<file path="src/hw/rtl/csts_pkg.sv">
// Package for the chunked sparse tile store: sizes, codes and shared types.
// No dependencies; imported by every module of the block.
package csts_pkg;

  localparam int MAX_CHUNKS      = 64;
  localparam int MAX_CHUNK_SHIFT = 4;
  localparam int TILE_BITS       = 8;

  localparam int CHUNK_IDX_W  = $clog2(MAX_CHUNKS);
  localparam int OFF_W        = 2 * MAX_CHUNK_SHIFT;
  localparam int STORE_ADDR_W = CHUNK_IDX_W + OFF_W;
  localparam int STORE_DEPTH  = MAX_CHUNKS << OFF_W;
  localparam int SH_W         = $clog2(MAX_CHUNK_SHIFT + 1) > 3 ?
                                $clog2(MAX_CHUNK_SHIFT + 1) : 3;

  localparam int CNT_W   = 7;
  localparam int LIN_W   = 2 * CNT_W;
  localparam int IDX_W   = 3 * CNT_W;
  localparam int COORD_W = 32;
  localparam int VAL_W   = 8;
  localparam int CFG_IDX_W  = 3;
  localparam int CFG_DATA_W = 8;

  localparam logic OP_READ  = 1'b0;
  localparam logic OP_WRITE = 1'b1;

  localparam logic [1:0] ST_OK      = 2'd0;
  localparam logic [1:0] ST_RANGE   = 2'd1;
  localparam logic [1:0] ST_UNALLOC = 2'd2;

  localparam logic [CFG_IDX_W-1:0] CFG_SHIFT   = 3'd0;
  localparam logic [CFG_IDX_W-1:0] CFG_COUNT_X = 3'd1;
  localparam logic [CFG_IDX_W-1:0] CFG_COUNT_Y = 3'd2;
  localparam logic [CFG_IDX_W-1:0] CFG_COUNT_Z = 3'd3;
  localparam logic [CFG_IDX_W-1:0] CFG_BLANK   = 3'd4;

  typedef struct packed {
    logic [2:0]       chunk_shift;
    logic [CNT_W-1:0] count_x;
    logic [CNT_W-1:0] count_y;
    logic [CNT_W-1:0] count_z;
    logic [VAL_W-1:0] blank_value;
  } cfg_t;

  typedef struct packed {
    logic                   op;
    logic                   oor;
    logic [CHUNK_IDX_W-1:0] idx;
    logic [OFF_W-1:0]       off;
    logic [TILE_BITS-1:0]   wval;
  } cmd_t;

endpackage

</file>
<file path="src/hw/rtl/csts_front.sv">
// Front end: takes an item, splits coordinates, range-checks and forms the chunk index.
// Depends on csts_pkg; pushes classified commands into csts_cmd_fifo.
module csts_front (
  input  logic                         clk,
  input  logic                         rst,
  input  csts_pkg::cfg_t               cfg,
  input  logic                         start,
  output logic                         busy,
  input  logic                         op,
  input  logic [csts_pkg::COORD_W-1:0] tile_x,
  input  logic [csts_pkg::COORD_W-1:0] tile_y,
  input  logic [csts_pkg::COORD_W-1:0] tile_z,
  input  logic [csts_pkg::VAL_W-1:0]   write_value,
  input  logic                         fifo_full,
  output logic                         push,
  output csts_pkg::cmd_t               push_cmd
);
  import csts_pkg::*;

  logic               a_valid;
  logic               a_op;
  logic [COORD_W-1:0] a_x, a_y, a_z;
  logic [VAL_W-1:0]   a_wv;

  logic               b_valid;
  logic               b_op;
  logic               b_oor;
  logic [LIN_W-1:0]   b_lin;
  logic [CNT_W-1:0]   b_cx;
  logic [OFF_W-1:0]   b_off;
  logic [VAL_W-1:0]   b_wv;

  logic [SH_W-1:0]            sh;
  logic [MAX_CHUNK_SHIFT-1:0] mask, rx, ry;
  logic [COORD_W-1:0]         cx, cy;
  logic                       in_range;
  logic [LIN_W-1:0]           lin;
  logic [OFF_W-1:0]           off;
  logic [IDX_W-1:0]           idx;
  logic                       accept, b_ready, a_move;

  assign busy    = a_valid;
  assign accept  = start && !a_valid;
  assign b_ready = !b_valid || !fifo_full;
  assign a_move  = a_valid && b_ready;

  always_comb begin
    if (cfg.chunk_shift == '0) begin
      sh = SH_W'(1);
    end else if (32'(cfg.chunk_shift) > MAX_CHUNK_SHIFT) begin
      sh = SH_W'(MAX_CHUNK_SHIFT);
    end else begin
      sh = SH_W'(cfg.chunk_shift);
    end
    mask     = MAX_CHUNK_SHIFT'((1 << sh) - 1);
    rx       = a_x[MAX_CHUNK_SHIFT-1:0] & mask;
    ry       = a_y[MAX_CHUNK_SHIFT-1:0] & mask;
    off      = (OFF_W'(ry) << sh) | OFF_W'(rx);
    cx       = a_x >> sh;
    cy       = a_y >> sh;
    in_range = (cx < COORD_W'(cfg.count_x)) && (cy < COORD_W'(cfg.count_y)) &&
               (a_z < COORD_W'(cfg.count_z));
    lin      = LIN_W'(a_z[CNT_W-1:0]) * LIN_W'(cfg.count_y) + LIN_W'(cy[CNT_W-1:0]);
  end

  always_comb begin
    idx           = IDX_W'(b_lin) * IDX_W'(cfg.count_x) + IDX_W'(b_cx);
    push          = b_valid && !fifo_full;
    push_cmd.op   = b_op;
    push_cmd.oor  = b_oor || (idx >= IDX_W'(MAX_CHUNKS));
    push_cmd.idx  = idx[CHUNK_IDX_W-1:0];
    push_cmd.off  = b_off;
    push_cmd.wval = TILE_BITS'(b_wv);
  end

  always_ff @(posedge clk) begin
    if (rst) begin
      a_valid <= 1'b0;
      b_valid <= 1'b0;
    end else begin
      if (accept) begin
        a_valid <= 1'b1;
      end else if (a_move) begin
        a_valid <= 1'b0;
      end
      if (a_move) begin
        b_valid <= 1'b1;
      end else if (push) begin
        b_valid <= 1'b0;
      end
    end
  end

  always_ff @(posedge clk) begin
    if (accept) begin
      a_op <= op;
      a_x  <= tile_x;
      a_y  <= tile_y;
      a_z  <= tile_z;
      a_wv <= write_value;
    end
    if (a_move) begin
      b_op  <= a_op;
      b_oor <= !in_range;
      b_lin <= lin;
      b_cx  <= cx[CNT_W-1:0];
      b_off <= off;
      b_wv  <= a_wv;
    end
  end

endmodule

</file>
<file path="config.mk">
export PLATFORM = sky130hd
export DESIGN_NAME = csts_front
export DESIGN_NICKNAME = d
export VERILOG_FILES = /design/src/hw/rtl/csts_pkg.sv /design/src/hw/rtl/csts_front.sv
export SDC_FILE = /design/constraint.sdc
export NUM_CORES = 1
export LEC_CHECK = 0
export BUFFER_PORTS_ARGS = -buffer_cell sky130_fd_sc_hd__buf_2
export CORE_MARGIN = 1.5
export CORE_UTILIZATION = 50
export CTS_BUF_LIST = sky130_fd_sc_hd__clkbuf_16
export CTS_CLUSTER_SIZE = 40
export DETAILED_ROUTE_END_ITERATION = 8
export HOLD_SLACK_MARGIN = 0.05
export PLACE_DENSITY = 0.72
export SYNTH_ARGS = -nofsm -noshare
export SYNTH_HDL_FRONTEND = slang
export SYNTH_SLANG_ARGS = --single-unit
</file>
<file path="constraint.sdc">
create_clock -name clk -period 15.8 [get_ports clk]
set_input_delay 3.16 -clock clk [delete_from_list [all_inputs] [get_ports clk]]
set_output_delay 3.16 -clock clk [all_outputs]
set_load 0.01 [all_outputs]
</file>
# After elaboration in Yosys (flattened, before gate mapping)
# Cells that the tools add are included.
dict set report totals {
  ff_bits 146
  input_bits 141
  output_inout_bits 26
  wordCells 50
}
dict set report classes {
  addsub 3
  mul 2
  order_cmp 5
  shift 4
  mux 6
  n_bitwise 3
  reduce_logical 14
}
# operator n
set ops {}
lappend ops {{less-than comparator 32 x 7 -> 1 bit} 3}
lappend ops {{>> shifter 32 x 3 -> 32 bit} 2}
lappend ops {{adder 21 x 7 -> 21 bit} 1}
lappend ops {{greater-or-equal comparator 21 x 7 -> 1 bit, second input constant} 1}
lappend ops {{multiplier 14 x 7 -> 21 bit} 1}
lappend ops {{adder 14 x 7 -> 14 bit} 1}
lappend ops {{multiplier 7 x 7 -> 14 bit} 1}
lappend ops {{AND 4 bit} 2}
lappend ops {{OR 8 x 4 -> 8 bit} 1}
lappend ops {{<< shifter 4 x 3 -> 8 bit} 1}
lappend ops {{2-to-1 mux 3 bit} 2}
lappend ops {{logical AND 1 bit} 5}
lappend ops {{zero test 1 bit} 4}
lappend ops {{2-to-1 mux 1 bit} 4}
lappend ops {{nonzero test 2 bit} 2}
lappend ops {{<< shifter 1 x 3 -> 4 bit, first input constant} 1}
lappend ops {{subtractor 4 x 2 -> 4 bit, second input constant} 1}
lappend ops {{> comparator 3 bit, second input constant} 1}
lappend ops {{zero test 3 bit} 1}
lappend ops {{logical OR 1 bit} 2}

# Depth between registers and ports, before layout
dict set report logic_depth {
  ltp_word 8
  ltp_mapped 22
  mapped_depth_nobuf 20
}

# Worst setup path after synthesis
# No wires, ideal clock.
dict set report synth_timing {
  path_kind {input -> output}
  startpoint {input port cfg[27] in the netlist's numbering}
  endpoint {output port push_cmd[22] in the netlist's numbering}
  t_arrival_ns 7.612
  required_ns 12.640
  path_slack_ns 5.028
  cell_stages 17
  n_path_buf 1
  cell_sequence {clkbuf_1 > and2_1 > fa_1 > fa_1 > fa_1 > inv_1 > fa_1 > inv_1 > ha_1 > and4_1 > a221oi_1 > o21ai_0 > or2_2 > a211oi_1 > o2111ai_1 > a2111oi_0 > nand4_1}
}
# item line
set synth_rtl {}
lappend synth_rtl {{from (decl)} csts_front.sv:6} ;# input csts_pkg::cfg_t cfg,
lappend synth_rtl {{to (decl)} csts_front.sv:16} ;# output csts_pkg::cmd_t push_cmd

==> flow_results.org <==
** Floorplan
- For this configuration, the core starts out at a cell density of 50.6%.
- From bottom edge to top edge, the die measures 151 um.
- For this design the top-level I/O count stands at 167.
- Core box area :: 21700 sq um
- Number of cell rows :: 54
- Measured along the x axis, the die boundary spans 151 um.
- DIE AREA :: 22800 sq um

** CTS
- CTS placed an instance of sky130_fd_sc_hd__clkbuf_16 at the clock tree root.
- Number of setup buffers added after CTS :: 0
- The clock net in this run drives a total of 146 sinks.
- Number of buffers inserted during clock tree synthesis :: 17
- Clock-pin slew was measured on the worst setup and hold paths at 0.07 ns.
- TritonCTS built the clock tree.
- Post-CTS Hold Buffers :: 0
- H-Tree Level Count :: 4
- Number of resized instances in the post-cts repair step :: 0
- At the later pin of the worst-skew pair, clock insertion delay measures 0.42 ns.
- Counting along the longest clock path gives a buffer depth of 2.

** Worst setup path
- Of all nets on the critical path, the largest fanout is 15.
- Kind of end point of the critical path :: output pin
- STA classifies the critical path startpoint as a primary input.
- Data on the critical path is required at its endpoint by 12.64 ns.
- Class of the most critical setup path :: in2out
- At the worst endpoint, the arrival time is 8.22 ns.
- Startpoint of the most critical setup path :: cfg[28]
- The worst register-to-register path begins at a_z[1].

** Logic synthesis
- Sorting the synthesized cells by how often they occur yields sky130_fd_sc_hd__edfxtp_1 (144), sky130_fd_sc_hd__inv_1 (138), sky130_fd_sc_hd__and2_1 (106), sky130_fd_sc_hd__ha_1 (100), sky130_fd_sc_hd__fa_1 (97).
- For this run, the number of Yosys warnings is 0.
- Synthesis-stage register bit count :: 146
- After synthesis the cells add up to 11000 sq um.
- By area the synthesized netlist is led by sky130_fd_sc_hd__edfxtp_1 (39%), sky130_fd_sc_hd__fa_1 (18%), sky130_fd_sc_hd__ha_1 (11%).
- Synthesis produced a netlist with a net count of 1326.
- The most common cell in the synthesized netlist is sky130_fd_sc_hd__edfxtp_1.
- Of the synthesized area, sequential elements account for 39.8%.
- Share of synthesized registers carrying an async set or reset :: 0%
- Synthesis handed over a netlist of 988 instances.
- Averaged over all synthesized cells, the footprint is 11.1 sq um.
- Number of enable flip-flop cells after synthesis :: 144
- Count of unique library cells instantiated by Yosys :: 58
- sky130_fd_sc_hd__edfxtp_1 takes more of the synthesized area than any other cell.
- Synth Flop Type :: sky130_fd_sc_hd__edfxtp_1
- Yosys top cell area share :: 39.4%

** Timing
- Hold violation count in the final report :: 0
- For the pin with the worst max-slew slack, the measured transition is 0.725 ns.
- For the finished layout, the period the worst path requires is 11.38 ns.
- Setup violations remaining at the end of the flow were counted as 0.
- Peak Freq :: 0.0879 GHz
- For the final database, setup skew stands at 0.00889 ns.
- Measured against its own limit, the worst slew margin works out to 50.4%.
- Pins over their slew limit :: 0
- Total Neg Setup Slack :: 0 ns
- The worst path uses 72.0% of the clock period.
- RSZ-0062 raised after global routing :: false

** Route
- Via density :: 5.22
- Drt pass-1 iters :: 5
- For this block, the via count after detailed routing is 7501.
- Remaining antenna violation count after routing :: 0
- For this block, the initial DRC count from the detailed router was 305.
- Number of design rule violations left after detail routing :: 0
- Routed length per placed instance :: 14.8 um
- The final layout contains routed wiring with a total length of 21300 um.

** Cells and area
- Fin area :: 12700 sq um
- Cells fill 58.5% of the core in the end.
- From synthesis to final layout, the design area changed by 15.6%.
- Number of nets at the end of the flow :: 1479
- The layout has 1786 filler cells.
- The post-route netlist has 17.8% of its cells at a drive strength greater than 1.

** Min path
- In this run the worst hold path is classified as reg2reg.
- The worst hold path begins at a_wv[3].

** Place
- Routability-driven placement finished with a final weighted congestion of 0.834.
- During placement, the flow inserted port buffers numbering 158.
- Summed over all nets, the half-perimeter wirelength after detailed placement is 16600 um.
- Cell area after placement :: 12000 sq um

** Status
- Run status :: completed

** Global routing
- First-pass GRT wire length :: 34500 um
- Total congestion overflow after global routing :: 0
- Entering global routing, the biggest net connects 59 pins.
- Aggregate global-route resource usage :: 19.3%
- Antenna violations before repair :: 2
- The number of global-route vias before repair is 7358.

** Power and ir drop
- Power per cell area :: 202 nW/um^2
- Power comes to 2560 uW.
- The worst-case IR drop observed on VDD is 0.172 mV.
- Static Leakage :: 0.00573 uW

** Job
- Across the run, the number of max-cap violations was 0.
[logic make-up after synthesis]
| logic type | Yosys count | synth area share (%) |
|---|---|---|
| compound gates | 138 | 7.87 |
| xor+xnor | 17 | 1.36 |
| fa+ha+maj | 197 | 29.1 |
| buf+inv | 166 | 5.74 |
| flops | 146 | 39.8 |
| mux | 18 | 1.70 |
| simple gates | 306 | 14.4 |
[routing by layer]
metal | up-vias | track usage [%] | wire length (um)
met1 | 3589 | 24.9 | 9370
met3 | 31 | 3.92 | 1220
met5 | - | 0 | 11
met4 | 2 | 6.41 | 356
met2 | 197 | 32.7 | 10400
li1 | 3682 | - | -
[worst max-delay path, cell delays in order]
cell and delay [ns]:
sky130_fd_sc_hd__buf_2 0.20, sky130_fd_sc_hd__and2_1 0.22, sky130_fd_sc_hd__fa_1 0.51, sky130_fd_sc_hd__fa_1 0.52, sky130_fd_sc_hd__fa_1 0.56, sky130_fd_sc_hd__inv_1 0.06, sky130_fd_sc_hd__fa_1 0.53, sky130_fd_sc_hd__inv_1 0.04
sky130_fd_sc_hd__ha_1 0.35, sky130_fd_sc_hd__and4_1 0.24, sky130_fd_sc_hd__a221oi_1 0.22, sky130_fd_sc_hd__o21ai_0 0.16, sky130_fd_sc_hd__or2_2 0.31, sky130_fd_sc_hd__a211oi_1 0.22, sky130_fd_sc_hd__o2111ai_1 0.15, sky130_fd_sc_hd__a2111oi_0 0.44
sky130_fd_sc_hd__nand4_1 0.15, sky130_fd_sc_hd__buf_2 0.17
[sequential cells by signal (all words and copies together), names as in the netlist]
register and flops:
a_wv 8, b_cx 7, b_lin 14, a_y 32, a_op 1, b_valid 1
b_oor 1, b_op 1, a_x 32, b_wv 8, b_off 8, busy 1
a_z 32
[per-stage QoR]
stage,std cells,hold WS (ns),setup WS [ns]
2_1_floorplan,988,0.400,5.03
3_3_place_gp,1402,0.401,4.39
3_5_place_dp,1402,0.405,4.38
4_1_cts,1434,0.417,4.39
5_1_grt,1435,0.422,4.11
6_report,1438,0.412,4.42
[final timing paths]
path,to,slack [ns],cells after the start
worst max-delay path,push_cmd[22],4.42,18
worst min register to register,b_wv[3],0.41,0
worst max register to register,b_lin[12],11.26,16
worst min-delay path,b_wv[3],0.41,0
[cells in the final DEF (no fill, tap or decap), types with 6 or more instances in the layout]
master                      instances
sky130_fd_sc_hd__a21o_1            10
sky130_fd_sc_hd__nor2b_1            7
sky130_fd_sc_hd__nand3_1           14
sky130_fd_sc_hd__ha_1             100
sky130_fd_sc_hd__nor4_1            14
sky130_fd_sc_hd__inv_1            139
sky130_fd_sc_hd__xnor2_1           11
sky130_fd_sc_hd__o21ai_0           50
sky130_fd_sc_hd__xor2_1             6
sky130_fd_sc_hd__o2111ai_1          7
sky130_fd_sc_hd__and2_1           106
sky130_fd_sc_hd__mux2i_1           13
sky130_fd_sc_hd__nor3_1            13
sky130_fd_sc_hd__clkbuf_16         17
sky130_fd_sc_hd__edfxtp_1         144
sky130_fd_sc_hd__nor2_1            34
sky130_fd_sc_hd__nand2_1           94
sky130_fd_sc_hd__buf_2            158
sky130_fd_sc_hd__a21oi_1           30
sky130_fd_sc_hd__fa_1              97
[area by class of cell]
type,count,area (sq um),area share [%]
Tap cell,280,350,2.76
Clock inverter,15,201,1.59
Timing Repair Buffer,162,821,6.47
Sequential cell,146,4360,34.4
Multi-Input combinational cell,676,5990,47.2
Inverter,138,518,4.08
Antenna cell,4,10.0,0.0789
Clock buffer,17,425,3.35
[power by group]
part           total [uW]  internal, uW  switching [uW]
Combinational        1630           696             935
Clock                 421           254             168
Sequential            508           478            29.6
Total                2560          1430            1130
Power figures use the tool's default switching activity.
