$ cat config.mk
export PLATFORM = sky130hd
export DESIGN_NAME = csts_cmd_fifo
export DESIGN_NICKNAME = d
export VERILOG_FILES = /design/src/hw/rtl/csts_pkg.sv /design/src/hw/rtl/csts_cmd_fifo.sv
export SDC_FILE = /design/constraint.sdc
export NUM_CORES = 1
export LEC_CHECK = 0
export BUFFER_PORTS_ARGS = -buffer_cell sky130_fd_sc_hd__buf_2
export CORE_MARGIN = 2
export CORE_UTILIZATION = 40
export CTS_BUF_LIST = sky130_fd_sc_hd__clkbuf_8
export CTS_CLUSTER_SIZE = 28
export DETAILED_ROUTE_END_ITERATION = 12
export MAX_ROUTING_LAYER = met4
export PLACE_DENSITY = 0.72
export SLEW_MARGIN = 10
export SYNTH_ARGS = -nofsm -noshare
export SYNTH_HDL_FRONTEND = slang
export SYNTH_SLANG_ARGS = --single-unit
$ cat constraint.sdc
create_clock -name clk -period 2.87 [get_ports clk]
set_input_delay 0.1435 -clock clk [delete_from_list [all_inputs] [get_ports clk]]
set_output_delay 0.1435 -clock clk [all_outputs]
set_load 0.005 [all_outputs]
$ cat src/hw/rtl/csts_pkg.sv
// Package for the chunked sparse tile store: sizes, codes and shared types.
// No dependencies; imported by every module of the block.
package csts_pkg;

  localparam int MAX_CHUNKS      = 64;
  localparam int MAX_CHUNK_SHIFT = 4;
  localparam int TILE_BITS       = 8;

  localparam int CHUNK_IDX_W  = $clog2(MAX_CHUNKS);
  localparam int OFF_W        = 2 * MAX_CHUNK_SHIFT;
  localparam int STORE_ADDR_W = CHUNK_IDX_W + OFF_W;
  localparam int STORE_DEPTH  = MAX_CHUNKS << OFF_W;
  localparam int SH_W         = $clog2(MAX_CHUNK_SHIFT + 1) > 3 ?
                                $clog2(MAX_CHUNK_SHIFT + 1) : 3;

  localparam int CNT_W   = 7;
  localparam int LIN_W   = 2 * CNT_W;
  localparam int IDX_W   = 3 * CNT_W;
  localparam int COORD_W = 32;
  localparam int VAL_W   = 8;
  localparam int CFG_IDX_W  = 3;
  localparam int CFG_DATA_W = 8;

  localparam logic OP_READ  = 1'b0;
  localparam logic OP_WRITE = 1'b1;

  localparam logic [1:0] ST_OK      = 2'd0;
  localparam logic [1:0] ST_RANGE   = 2'd1;
  localparam logic [1:0] ST_UNALLOC = 2'd2;

  localparam logic [CFG_IDX_W-1:0] CFG_SHIFT   = 3'd0;
  localparam logic [CFG_IDX_W-1:0] CFG_COUNT_X = 3'd1;
  localparam logic [CFG_IDX_W-1:0] CFG_COUNT_Y = 3'd2;
  localparam logic [CFG_IDX_W-1:0] CFG_COUNT_Z = 3'd3;
  localparam logic [CFG_IDX_W-1:0] CFG_BLANK   = 3'd4;

  typedef struct packed {
    logic [2:0]       chunk_shift;
    logic [CNT_W-1:0] count_x;
    logic [CNT_W-1:0] count_y;
    logic [CNT_W-1:0] count_z;
    logic [VAL_W-1:0] blank_value;
  } cfg_t;

  typedef struct packed {
    logic                   op;
    logic                   oor;
    logic [CHUNK_IDX_W-1:0] idx;
    logic [OFF_W-1:0]       off;
    logic [TILE_BITS-1:0]   wval;
  } cmd_t;

endpackage

$ cat src/hw/rtl/csts_cmd_fifo.sv
// Two-entry command queue between the front end and the back end.
// Depends on csts_pkg for the command type.
module csts_cmd_fifo (
  input  logic           clk,
  input  logic           rst,
  input  logic           push,
  input  csts_pkg::cmd_t push_cmd,
  output logic           full,
  input  logic           pop,
  output csts_pkg::cmd_t head,
  output logic           empty
);
  import csts_pkg::*;

  cmd_t       entries [2];
  logic       wr_ptr, rd_ptr;
  logic [1:0] count;

  assign full  = (count == 2'd2);
  assign empty = (count == 2'd0);
  assign head  = entries[rd_ptr];

  always_ff @(posedge clk) begin
    if (rst) begin
      wr_ptr <= 1'b0;
      rd_ptr <= 1'b0;
      count  <= 2'd0;
    end else begin
      if (push) begin
        wr_ptr <= !wr_ptr;
      end
      if (pop) begin
        rd_ptr <= !rd_ptr;
      end
      if (push && !pop) begin
        count <= count + 2'd1;
      end else if (pop && !push) begin
        count <= count - 2'd1;
      end
    end
  end

  always_ff @(posedge clk) begin
    if (push) begin
      entries[wr_ptr] <= push_cmd;
    end
  end

  a_no_overflow: assert property (@(posedge clk) disable iff (rst)
    !(push && full && !pop)) else $error("command queue overflow");
  a_no_underflow: assert property (@(posedge clk) disable iff (rst)
    pop |-> !empty) else $error("command queue underflow");

endmodule

After elaboration in Yosys (flattened, before gate mapping)
Memory sizes are Yosys's and may differ from the RTL's. A register that Yosys moved wholly into a read port is not among the register bits.
Index checks and enable logic that the tools add are counted.

word-level totals
  flip-flop bits (word level) = 4
  memory bits (writable) = 48
  input port bits = 28
  output and inout bits = 26
  logic and storage cells = 21
  memories = 1

memory list
  memory   words  width  read ports  clocked after Yosys merged registers in  write ports  RTL line             text
  entries  2      24     1           1                                        1            csts_cmd_fifo.sv:15  cmd_t entries [2];

operators by class
  $add $sub $neg = 2
  equal/unequal tests = 1
  muxes and demuxes = 6
  reductions and logical operators = 8

operators by type and width
  operator             number
  $logic_not 1->1      4
  $mux 1               4
  $mux 2               2
  $add 2x1->2 const B  1
  $eq 2x2->1 const B   1
  $logic_and 1x1->1    2
  $logic_not 2->1      1
  $reduce_bool 2->1    1
  $sub 2x1->2 const B  1

Longest topological paths before layout
Gate-level depths: netlist of run 1.

  depth after elaboration = 4
  mapped depth = 5
  mapped depth without buffers = 5

Least setup slack after synthesis of run 1
OpenSTA, ideal clock, no wires.

  kind = register to register
  start = register wr_ptr
  end = memory entries[0][0] (netlist bit), enable pin
  setup time = 0.408 ns
  arrival = 1.416 ns
  required time = 2.462 ns
  slack = 1.046 ns
  stages on the path, launching flop included = 2
  buffers on the path = 0
  clock period less this slack = 1.824 ns
  path through = dfxtp_1 -> nor2b_1

RTL lines
  what                      RTL line             text
  start: declaration        csts_cmd_fifo.sv:16  logic wr_ptr, rd_ptr;
  start signal: assignment  csts_cmd_fifo.sv:30  wr_ptr <= !wr_ptr;
  end: declaration          csts_cmd_fifo.sv:15

Straight into the memory's write port.

==> summary.md, run 1 <==
| Metric | Value |
|---|---|
| I/O pin count | `54` |
| Most common cell after layout, fill and taps aside | `buf_2` |
| Largest family of logic cells by synthesized area | `multiplexers` |
| Height of the chip | `73.6 microns` |
| CTS sink count | `53` |
| Net Sw Power | `309 uW` |
| Fmax | `0.531 GHz` |
| Sequential power share | `0.627` |
| Setup Buffers After CTS | `0` |
| Finished Layout Cells | `212` |
| Synth unique cells | `16` |
| DR WL/cell | `about 15 microns` |
| Final Cell Area | `2360 sq um` |
| Worst Setup Slack, final | `0.987 ns` |
| GRT overflow | `0` |
| Overall routing resource usage | `0.126` |
| Endpoints failing hold | `0` |
| Drt via density | `4.83` |
| Hold Crit Class | `input pin to register` |
| CP max FO | `14` |
| Pins Over Slew Limit | `0` |
| Via count | `about 1.0k` |
| Critical Path AT | `1.74 ns` |
| RSZ-0062 raised after global routing | `no` |
| CP Data Required Time | `2.73 ns` |
| Element type at the critical path end | `primary output` |
| Switching share of power | `0.212` |
| Ys Warns | `0` |
| Synth Cell Area | `between 1500 and 2000 sq um` |
| Die Area | `between 5000 and 6000 sq um` |
| CTS tree | `done` |
| Slowest stage cell on the critical path | `dfxtp_1` |
| Number of core rows | `25` |
| Htree depth | `2` |
| Yosys top cell by area | `edfxtp_1` |
| HP Start | `push_cmd[3]` |
| Clk buf depth | `2` |
| First-pass GRT wire length | `between 4 and 5 mm` |
| Clk_skew | `roughly 0.0076 ns` |
| Fin nets | `186` |
| CP max stage delay | `0.63 ns` |
| HPWL after DPL | `2.22 mm` |
| #FFs+latches synth | `53` |
| Clk root buf | `clkbuf_8` |
| Placed cells | `204` |
| Routability cong. | `0.739` |
| Post-Synth XOR/XNOR Area | `0.0181` |
| Internal power | `1150 uW` |
| Worst-path clk slew | `0.09 ns` |
| VDD IR max | `0.326 mV` |
| Worst-Skew Late Latency | `0.30 ns` |
| Synth Area in Adders | `0.00645` |
| Fill count | `403` |
| Slew @ Worst Pin | `0.833 ns` |
| Sequential element share of the synthesized area | `0.795` |
| Status | `completed` |
| Largest net degree at the start of global routing | `25` |
| Starting Density | `0.413` |
| Synth-to-layout area growth | `21.5%` |
| Hold buffer count at CTS | `0` |
| Setup TNS | `0 ns` |
| Critical-path cell list | `buf_4, mux2_2, buf_2` |
| Antenna diodes | `0` |
| Logic pwr share | `0.117` |
| Antenna Nets Post-Route | `0` |
| Period utilization | `0.656` |
| # DRC | `0` |
| Final setup fails | `0` |
| Number of max-cap violations | `0` |
| Post-Syn Nets | `~130` |
| Dpl ws | `roughly 1.2 ns` |
| TritonRoute pass-1 iters | `3` |
| Simple-gate area share of the yosys netlist | `0.0239` |
| Top post-synthesis cells by area | `edfxtp_1 74%, mux2_2 14%, dfxtp_1 5.2%` |
| Port bufs | `53` |
| Die Wd | `73.6 microns` |
| Core Region | `4690 sq um` |
| Leakage | `0.000908 uW` |
| Critical path type | `register to primary output` |
| Layout cell share with drive strength beyond 1 | `0.551` |
| DR iter-0 viols | `49` |
| Drt total wl | `3.19 mm` |
| Crit path launch type | `register` |
| Initial antenna violation count | `0` |
| Mux contribution to synthesized area | `0.139` |
| R2r startpoint | `wr_ptr$_SDFFE_PP0P_` |
| Post-Synthesis Cells | `97` |
| Clock Power Share | `0.255` |
| Share of the synthesized area in the top cell type | `0.743` |
| Vias in the first global route | `between 1k and 1.5k` |
| Synth Area in Compound Gates | `0.00516` |
| Slew Limit Headroom | `0.445` |
| Most frequent cells in the layout | `53 x buf_2, 48 x edfxtp_1, 24 x mux2_2` |
| Post_cts resized | `0` |
| Dpl cell area | `2280 sq um` |
| Final core utilization | `0.502` |
| Number of buffers created by CTS | `5` |
| Mean Syn Cell Area | `around 20 sq um` |
| PD cells | `~620 nW/um^2` |
| Min Tclk post-route | `1.88 ns` |
-- layer usage --
metal  vias up  track usage  wire length, microns
met2        36        0.195                  1570
met4         0       0.0485                    31
li1        485            -                     -
met5         -            -                     0
met1       499        0.148                  1360
met3         4       0.0480                   221
-- registers in the layout (all words and copies together), names as in the netlist, named ones only --
signal   count
entries     48
rd_ptr       1
count        2
wr_ptr       1
-- power by group through the flow --
stage	Clock, uW	Combinational, uW	Sequential [uW]
finish	373	171	917
floorplan	0	99.3	925
CTS	392	175	918
detailed placement	0	174	936
global placement	0	170	932
global route	422	190	923
-- layout make-up --
type	count	area (sq um)	area share
flip-flops and latches	53	1540	0.654
multi-input cells	40	377	0.160
repair buffers	56	288	0.122
clock buffers	5	68.8	0.0292
well taps	54	67.6	0.0287
clock inverters	3	11.3	0.00478
inverters	1	3.75	0.00159
-- cell usage after synthesis, drive strengths merged --
master	count
dfxtp	5
nor2b	1
ha	1
o21ai	1
edfxtp	48
mux2	24
buf	3
and2	1
xor2	2
a21oi	1
and2b	1
nor2	5
xnor2	2
or3	1
inv	1
-- metrics by stage --
stage | total power [uW] | hold slack (ns)
6_report | 1460 | 0.0336
4_1_cts | 1490 | 0.0232
3_5_place_dp | 1110 | 0.336
2_1_floorplan | 1020 | 0.213
5_1_grt | 1530 | 0.0166
3_3_place_gp | 1100 | 0.333
-- path summary, 6_finish.rpt --
kind,to,slack [ns],cells after the start
max,head[15],0.99,3
min,entries[0][3]$_DFFE_PP_,0.03,1
max reg2reg,entries[1][16]$_DFFE_PP_,1.22,2
min reg2reg,count[1]$_SDFFE_PP0P_,0.52,2
-- worst max-delay path: cells and delay by family, from the launching register on --
kind / cells / cell delay, ns
flip-flops: 1 / 0.63
buffers and inverters: 2 / 0.45
multiplexers: 1 / 0.37
-- cell families (layout without fill, tap and decap cells) --
family | after synthesis | in the layout
buf+inv | 4 | 65
xor+xnor | 4 | 4
mux | 24 | 24
flops | 53 | 53
simple gates | 9 | 9
fa+ha+maj | 1 | 1
compound gates | 2 | 2
Note: power is estimated with default switching activity, not from simulation.
==> run 2: changes to the inputs <==
==> constraint.sdc (replaced) <==
create_clock -name clk -period 1.9 [get_ports clk]
set_input_delay 0.095 -clock clk [delete_from_list [all_inputs] [get_ports clk]]
set_output_delay 0.095 -clock clk [all_outputs]
set_load 0.005 [all_outputs]
==> summary.md, run 2 (synthesis results as in run 1) <==
| Metric | Value |
|---|---|
| Fmax | `0.642 GHz` |
| Antenna diodes | `0` |
| CP Data Required Time | `1.80 ns` |
| Critical Path AT | `1.46 ns` |
| Hold Path Stages | `1` |
| Worst Setup Slack, final | `0.343 ns` |
| Hold path endpoint | `entries[1][11]$_DFFE_PP_` |
| Worst-path clk slew | `0.08 ns` |
| Power, Total | `2270 uW` |
| GRT overflow | `0` |
| Number of buffers created by CTS | `5` |
| Reg area | `1540 sq um` |
| R2r startpoint | `count[0]$_SDFFE_PP0P_` |
| Via count | `1096` |
| Number of core rows | `25` |
| Number of max-cap violations | `0` |
| Initial antenna violation count | `0` |
| Dpl ws | `0.661 ns` |
| First-pass GRT wire length | `5.12 mm` |
| Height of the chip | `roughly 74 microns` |
| Vias in the first global route | `about 1.1k` |
| Reg-to-Reg End | `count[1]$_SDFFE_PP0P_` |
| Fill count | `386` |
| Core Region | `roughly 4700 sq um` |
| Final setup fails | `0` |
| Final Cell Area | `2620 sq um` |
| RSZ-0062 raised after global routing | `no` |
| Drt via density | `roughly 4.6` |
| Clk_skew | `0.00604 ns` |
| Clk root buf | `clkbuf_8` |
| Clk buf depth | `2` |
| CP max FO | `20` |
| DR WL/cell | `between 10 and 15 microns` |
| Die Area | `5420 sq um` |
| Slew Limit Headroom | `0.825` |
| Layout cell share with drive strength beyond 1 | `0.497` |
| Critical path type | `register to primary output` |
| Period utilization | `0.820` |
| DR iter-0 viols | `42` |
| Crit path launch type | `register` |
| Htree depth | `2` |
| Largest net degree at the start of global routing | `21` |
| Largest register by flop count | `entries` |
| Hold Crit Class | `input pin to register` |
| Routability cong. | `approximately 0.72` |
| VDD IR max | `0.509 mV` |
| Setup TNS | `0 ns` |
| Max reg flops | `48` |
| Element type at the critical path end | `primary output` |
| Port bufs | `53` |
| HPWL after DPL | `2.36 mm` |
| Starting Density | `0.413` |
| Leakage | `between 0.001 and 0.0015 uW` |
| # DRC | `0` |
| Reg2Reg Setup Slack | `0.83 ns` |
| Drt total wl | `around 3.4 mm` |
| Most common cell after layout, fill and taps aside | `buf_2` |
| Min Tclk post-route | `1.56 ns` |
| CTS tree | `done` |
| Worst-Skew Late Latency | `0.29 ns` |
| PD cells | `a little under 900 nW/um^2` |
| Endpoints failing hold | `0` |
| Synth-to-layout area growth | `35.0%` |
| I/O pin count | `54` |
| Largest registers | `entries: 48 flops, count: 2 flops` |
| Status | `completed` |
| Overall routing resource usage | `0.133` |
| CTS sink count | `53` |
| Slew @ Worst Pin | `~0.26 ns` |
| Post_cts resized | `0` |
| Most frequent cells in the layout | `53 x buf_2, 48 x edfxtp_1, 24 x mux2_2` |
| TritonRoute pass-1 iters | `4` |
| Area occupied by multi-input gates | `377 sq um` |
| Fin nets | `211` |
| HP Start | `push_cmd[11]` |
| Die Wd | `73.6 microns` |
| Antenna Nets Post-Route | `0` |
| R2r worst-path depth | `3` |
| Pins Over Slew Limit | `0` |
| Final core utilization | `0.558` |
| Dpl cell area | `2300 sq um` |
-- run 2: worst max-delay path by stage --
stage                        startpoint                       to  cells past startpoint
floorplan           wr_ptr$_SDFFE_PP0P_  entries[0][0]$_DFFE_PP_                      1
global placement               register                  head[0]                      3
detailed placement             register                  head[0]                      3
CTS                            register                 head[14]                      3
global route                   register                  head[1]                      3
finish                         register                  head[1]                      3
-- run 2: layer usage --
layer  vias up  track usage  routed length (microns)
met5         -            -                        0
met4         0       0.0303                       20
met3         2       0.0412                      191
met2        37        0.232                     1790
met1       524        0.149                     1420
li1        533            -                        -
-- run 2: layout make-up --
cell class | instances | share of cell area
flip-flops and latches | 53 | 0.589
repair buffers | 81 | 0.208
inverters | 1 | 0.00143
multi-input cells | 40 | 0.144
clock inverters | 3 | 0.00526
well taps | 54 | 0.0258
clock buffers | 5 | 0.0263
-- run 2: worst max-delay path, cell delays in order, from the launching register on --
cell and delay, ns:
dfxtp_1 0.47, buf_12 0.21, mux2_2 0.35, buf_2 0.13
-- run 2: where the power goes --
part / switching (uW) / internal [uW]
Sequential: 27.5 / 1350
Clock: 330 / 251
Combinational: 132 / 181
-- run 2: metrics by stage --
step / instances / hold WS (ns)
2_1_floorplan: 97 / 0.164
3_3_place_gp: 206 / 0.283
3_5_place_dp: 206 / 0.286
4_1_cts: 236 / 0.00150
5_1_grt: 237 / 0.00544
6_report: 237 / 0.0146
-- run 2: timing repair --
| action | CTS | global route |
|---|---|---|
| hold buffers | 22 | 1 |
| buffers inserted | 0 | 0 |
| hold endpoints to repair | 44 | 2 |
==> run 3: changes to the inputs <==
--- a/config.mk
+++ b/config.mk
@@ -12,7 +12,7 @@
 export CTS_CLUSTER_SIZE = 28
 export DETAILED_ROUTE_END_ITERATION = 12
 export MAX_ROUTING_LAYER = met4
-export PLACE_DENSITY = 0.72
+export PLACE_DENSITY = 0.74
 export SLEW_MARGIN = 10
 export SYNTH_ARGS = -nofsm -noshare
 export SYNTH_HDL_FRONTEND = slang
==> constraint.sdc (replaced) <==
create_clock -name clk -period 1.25 [get_ports clk]
set_input_delay 0.0625 -clock clk [delete_from_list [all_inputs] [get_ports clk]]
set_output_delay 0.0625 -clock clk [all_outputs]
set_load 0.005 [all_outputs]
==> summary.md, run 3 (synthesis results as in run 1) <==
| Metric | Value |
|---|---|
| CP max stage delay | `about 0.4 ns` |
| Antenna Nets Post-Route | `0` |
| Port bufs | `53` |
| CP max FO | `7` |
| Initial antenna violation count | `0` |
| Slew @ Worst Pin | `0.187 ns` |
| Clock Power Share | `0.252` |
| Endpoints failing hold | `0` |
| Height of the chip | `between 70 and 80 microns` |
| Vias in the first global route | `1144` |
| CTS sink count | `53` |
| DR WL/cell | `14.3 microns` |
| Switching share of power | `0.216` |
| Htree depth | `2` |
| Leakage | `0.00109 uW` |
| VDD IR max | `around 0.85 mV` |
| Largest register by flop count | `entries` |
| Hold Crit Class | `input pin to register` |
| Crit path launch type | `register` |
| Largest net degree at the start of global routing | `17` |
| Met3 WL | `between 100 and 150 microns` |
| Internal power | `2800 uW` |
| Net Sw Power | `769 uW` |
| Metal-1 WL | `1.47 mm` |
| Fin nets | `215` |
| Critical path type | `register to primary output` |
| Failing checks | `setup timing` |
| Largest registers | `entries: 48 flops, count: 2 flops` |
| Worst Setup Slack, final | `-0.0950 ns` |
| Drt via density | `~4.6` |
| CTS tree | `done` |
| HPWL after DPL | `2.29 mm` |
| Setup Buffers After CTS | `0` |
| Period utilization | `1.08` |
| RSZ-0062 raised after global routing | `yes` |
| Layout cell share with drive strength beyond 1 | `0.513` |
| Starting Density | `0.413` |
| Critical-path cell list | `buf_8, mux2_2, buf_2` |
| Number of core rows | `25` |
| Max reg flops | `48` |
| Pins Over Slew Limit | `0` |
| Slowest stage cell on the critical path | `dfxtp_4` |
| GRT overflow | `0` |
| TritonRoute pass-1 iters | `4` |
| Status | `complete, but fails checks` |
| Via count | `between 1k and 1.5k` |
| Sequential power share | `0.588` |
| Dpl ws | `0.150 ns` |
| Final setup fails | `24` |
| Element type at the critical path end | `primary output` |
| Slew Limit Headroom | `0.874` |
| Number of max-cap violations | `0` |
| Reg2Reg Setup Slack | `0.20 ns` |
| Cell family contributing the most delay on the critical path | `flip-flops` |
| Drt total wl | `3.46 mm` |
| Number of buffers created by CTS | `5` |
| First-pass GRT wire length | `5.28 mm` |
| Hold Path Stages | `3` |
| Min Tclk post-route | `1.34 ns` |
| Logic pwr share | `0.161` |
| Critical Path AT | `about 1.3 ns` |
| Setup TNS | `-1.74 ns` |
| DR iter-0 viols | `60` |
| I/O pin count | `54` |
| Critical Path Stages | `3` |
| Most frequent cells in the layout | `48 x edfxtp_1, 45 x buf_2, 25 x dlygate4sd3_1` |
| Wire length on met2 | `1.80 mm` |
| Clk buf depth | `2` |
| Routability cong. | `approximately 0.68` |
| Die Area | `5420 sq um` |
| Antenna diodes | `0` |
| Buf/Inv on CP | `2` |
| Die Wd | `73.6 microns` |
| CP Data Required Time | `about 1.2 ns` |
| Fmax | `roughly 0.74 GHz` |
| Worst-Skew Late Latency | `0.30 ns` |
| Highest Signal Layer | `met4` |
| R2r worst-path depth | `3` |
| # DRC | `0` |
| Most common cell after layout, fill and taps aside | `edfxtp_1` |
| Overall routing resource usage | `0.137` |
| Worst-path clk slew | `roughly 0.08 ns` |
| Core Region | `4690 sq um` |
| Clk_skew | `0.00605 ns` |
| Clk root buf | `clkbuf_8` |
| PD cells | `1280 nW/um^2` |
| Synth-to-layout area growth | `43.4%` |
-- run 3: changes by cell type in the layout (fill, tap and decap cells not counted), sizes merged --
cell         delta
inv             -1
buf             +2
dlygate4sd3     +2
clkinvlp        +1
-- run 3: cell type report --
type / count / area (sq um)
clock inverter: 3 / 17.5
multi-input combinational: 40 / 412
fill: 375 / 1910
timing repair buffer: 85 / 667
tap: 54 / 67.6
inverter: 1 / 3.75
clock buffer: 5 / 68.8
sequential: 53 / 1550
-- run 3: metal layers --
layer,track usage,up-vias
met3,0.0412,5
li1,-,543
met5,-,-
met4,0.0364,0
met2,0.233,32
met1,0.159,527
-- run 3: what timing repair did --
| action | 4_1_cts | 5_1_grt |
|---|---|---|
| cloned | 1 | 0 |
| gates resized for setup | 14 | 12 |
| endpoints found under the hold margin | 53 | 0 |
| endpoints found under the setup margin | 24 | 24 |
| hold buffers | 25 | 0 |
-- run 3: per-stage QoR --
step / std cells / power (uW) / instance area (sq um) / utilization / hold slack [ns]
floorplan: 97 / 2350 / 1940 / - / 0.132
global placement: 207 / 2550 / 2330 / 0.496 / 0.250
CTS: 241 / 3580 / 2720 / 0.580 / 0.0484
global route: 241 / 3760 / 2780 / 0.593 / 0.101
detailed placement: 207 / 2570 / 2330 / 0.496 / 0.255
finish: 241 / 3570 / 2780 / 0.593 / 0.0603
-- run 3: power by group through the flow --
stage               clock, uW  combinational [uW]  sequential [uW]
floorplan                   0                 229             2120
global placement            0                 426             2130
detailed placement          0                 437             2130
CTS                       941                 540             2100
global route             1030                 625             2110
finish                    898                 574             2100
-- run 3: worst paths after layout --
kind	from	endpoint
worst max-delay path	register	head[22]
worst min-delay path	pop	rd_ptr$_SDFFE_PP0P_
worst max register to register	count[0]$_SDFFE_PP0P_	count[1]$_SDFFE_PP0P_
worst min register to register	count[1]$_SDFFE_PP0P_	count[1]$_SDFFE_PP0P_
-- run 3: tightest hold or removal path, delay by kind of cell --
family | cells | cell delay [ns]
buf+inv | 1 | 0.10
simple gates | 1 | 0.08
xor+xnor | 1 | 0.08
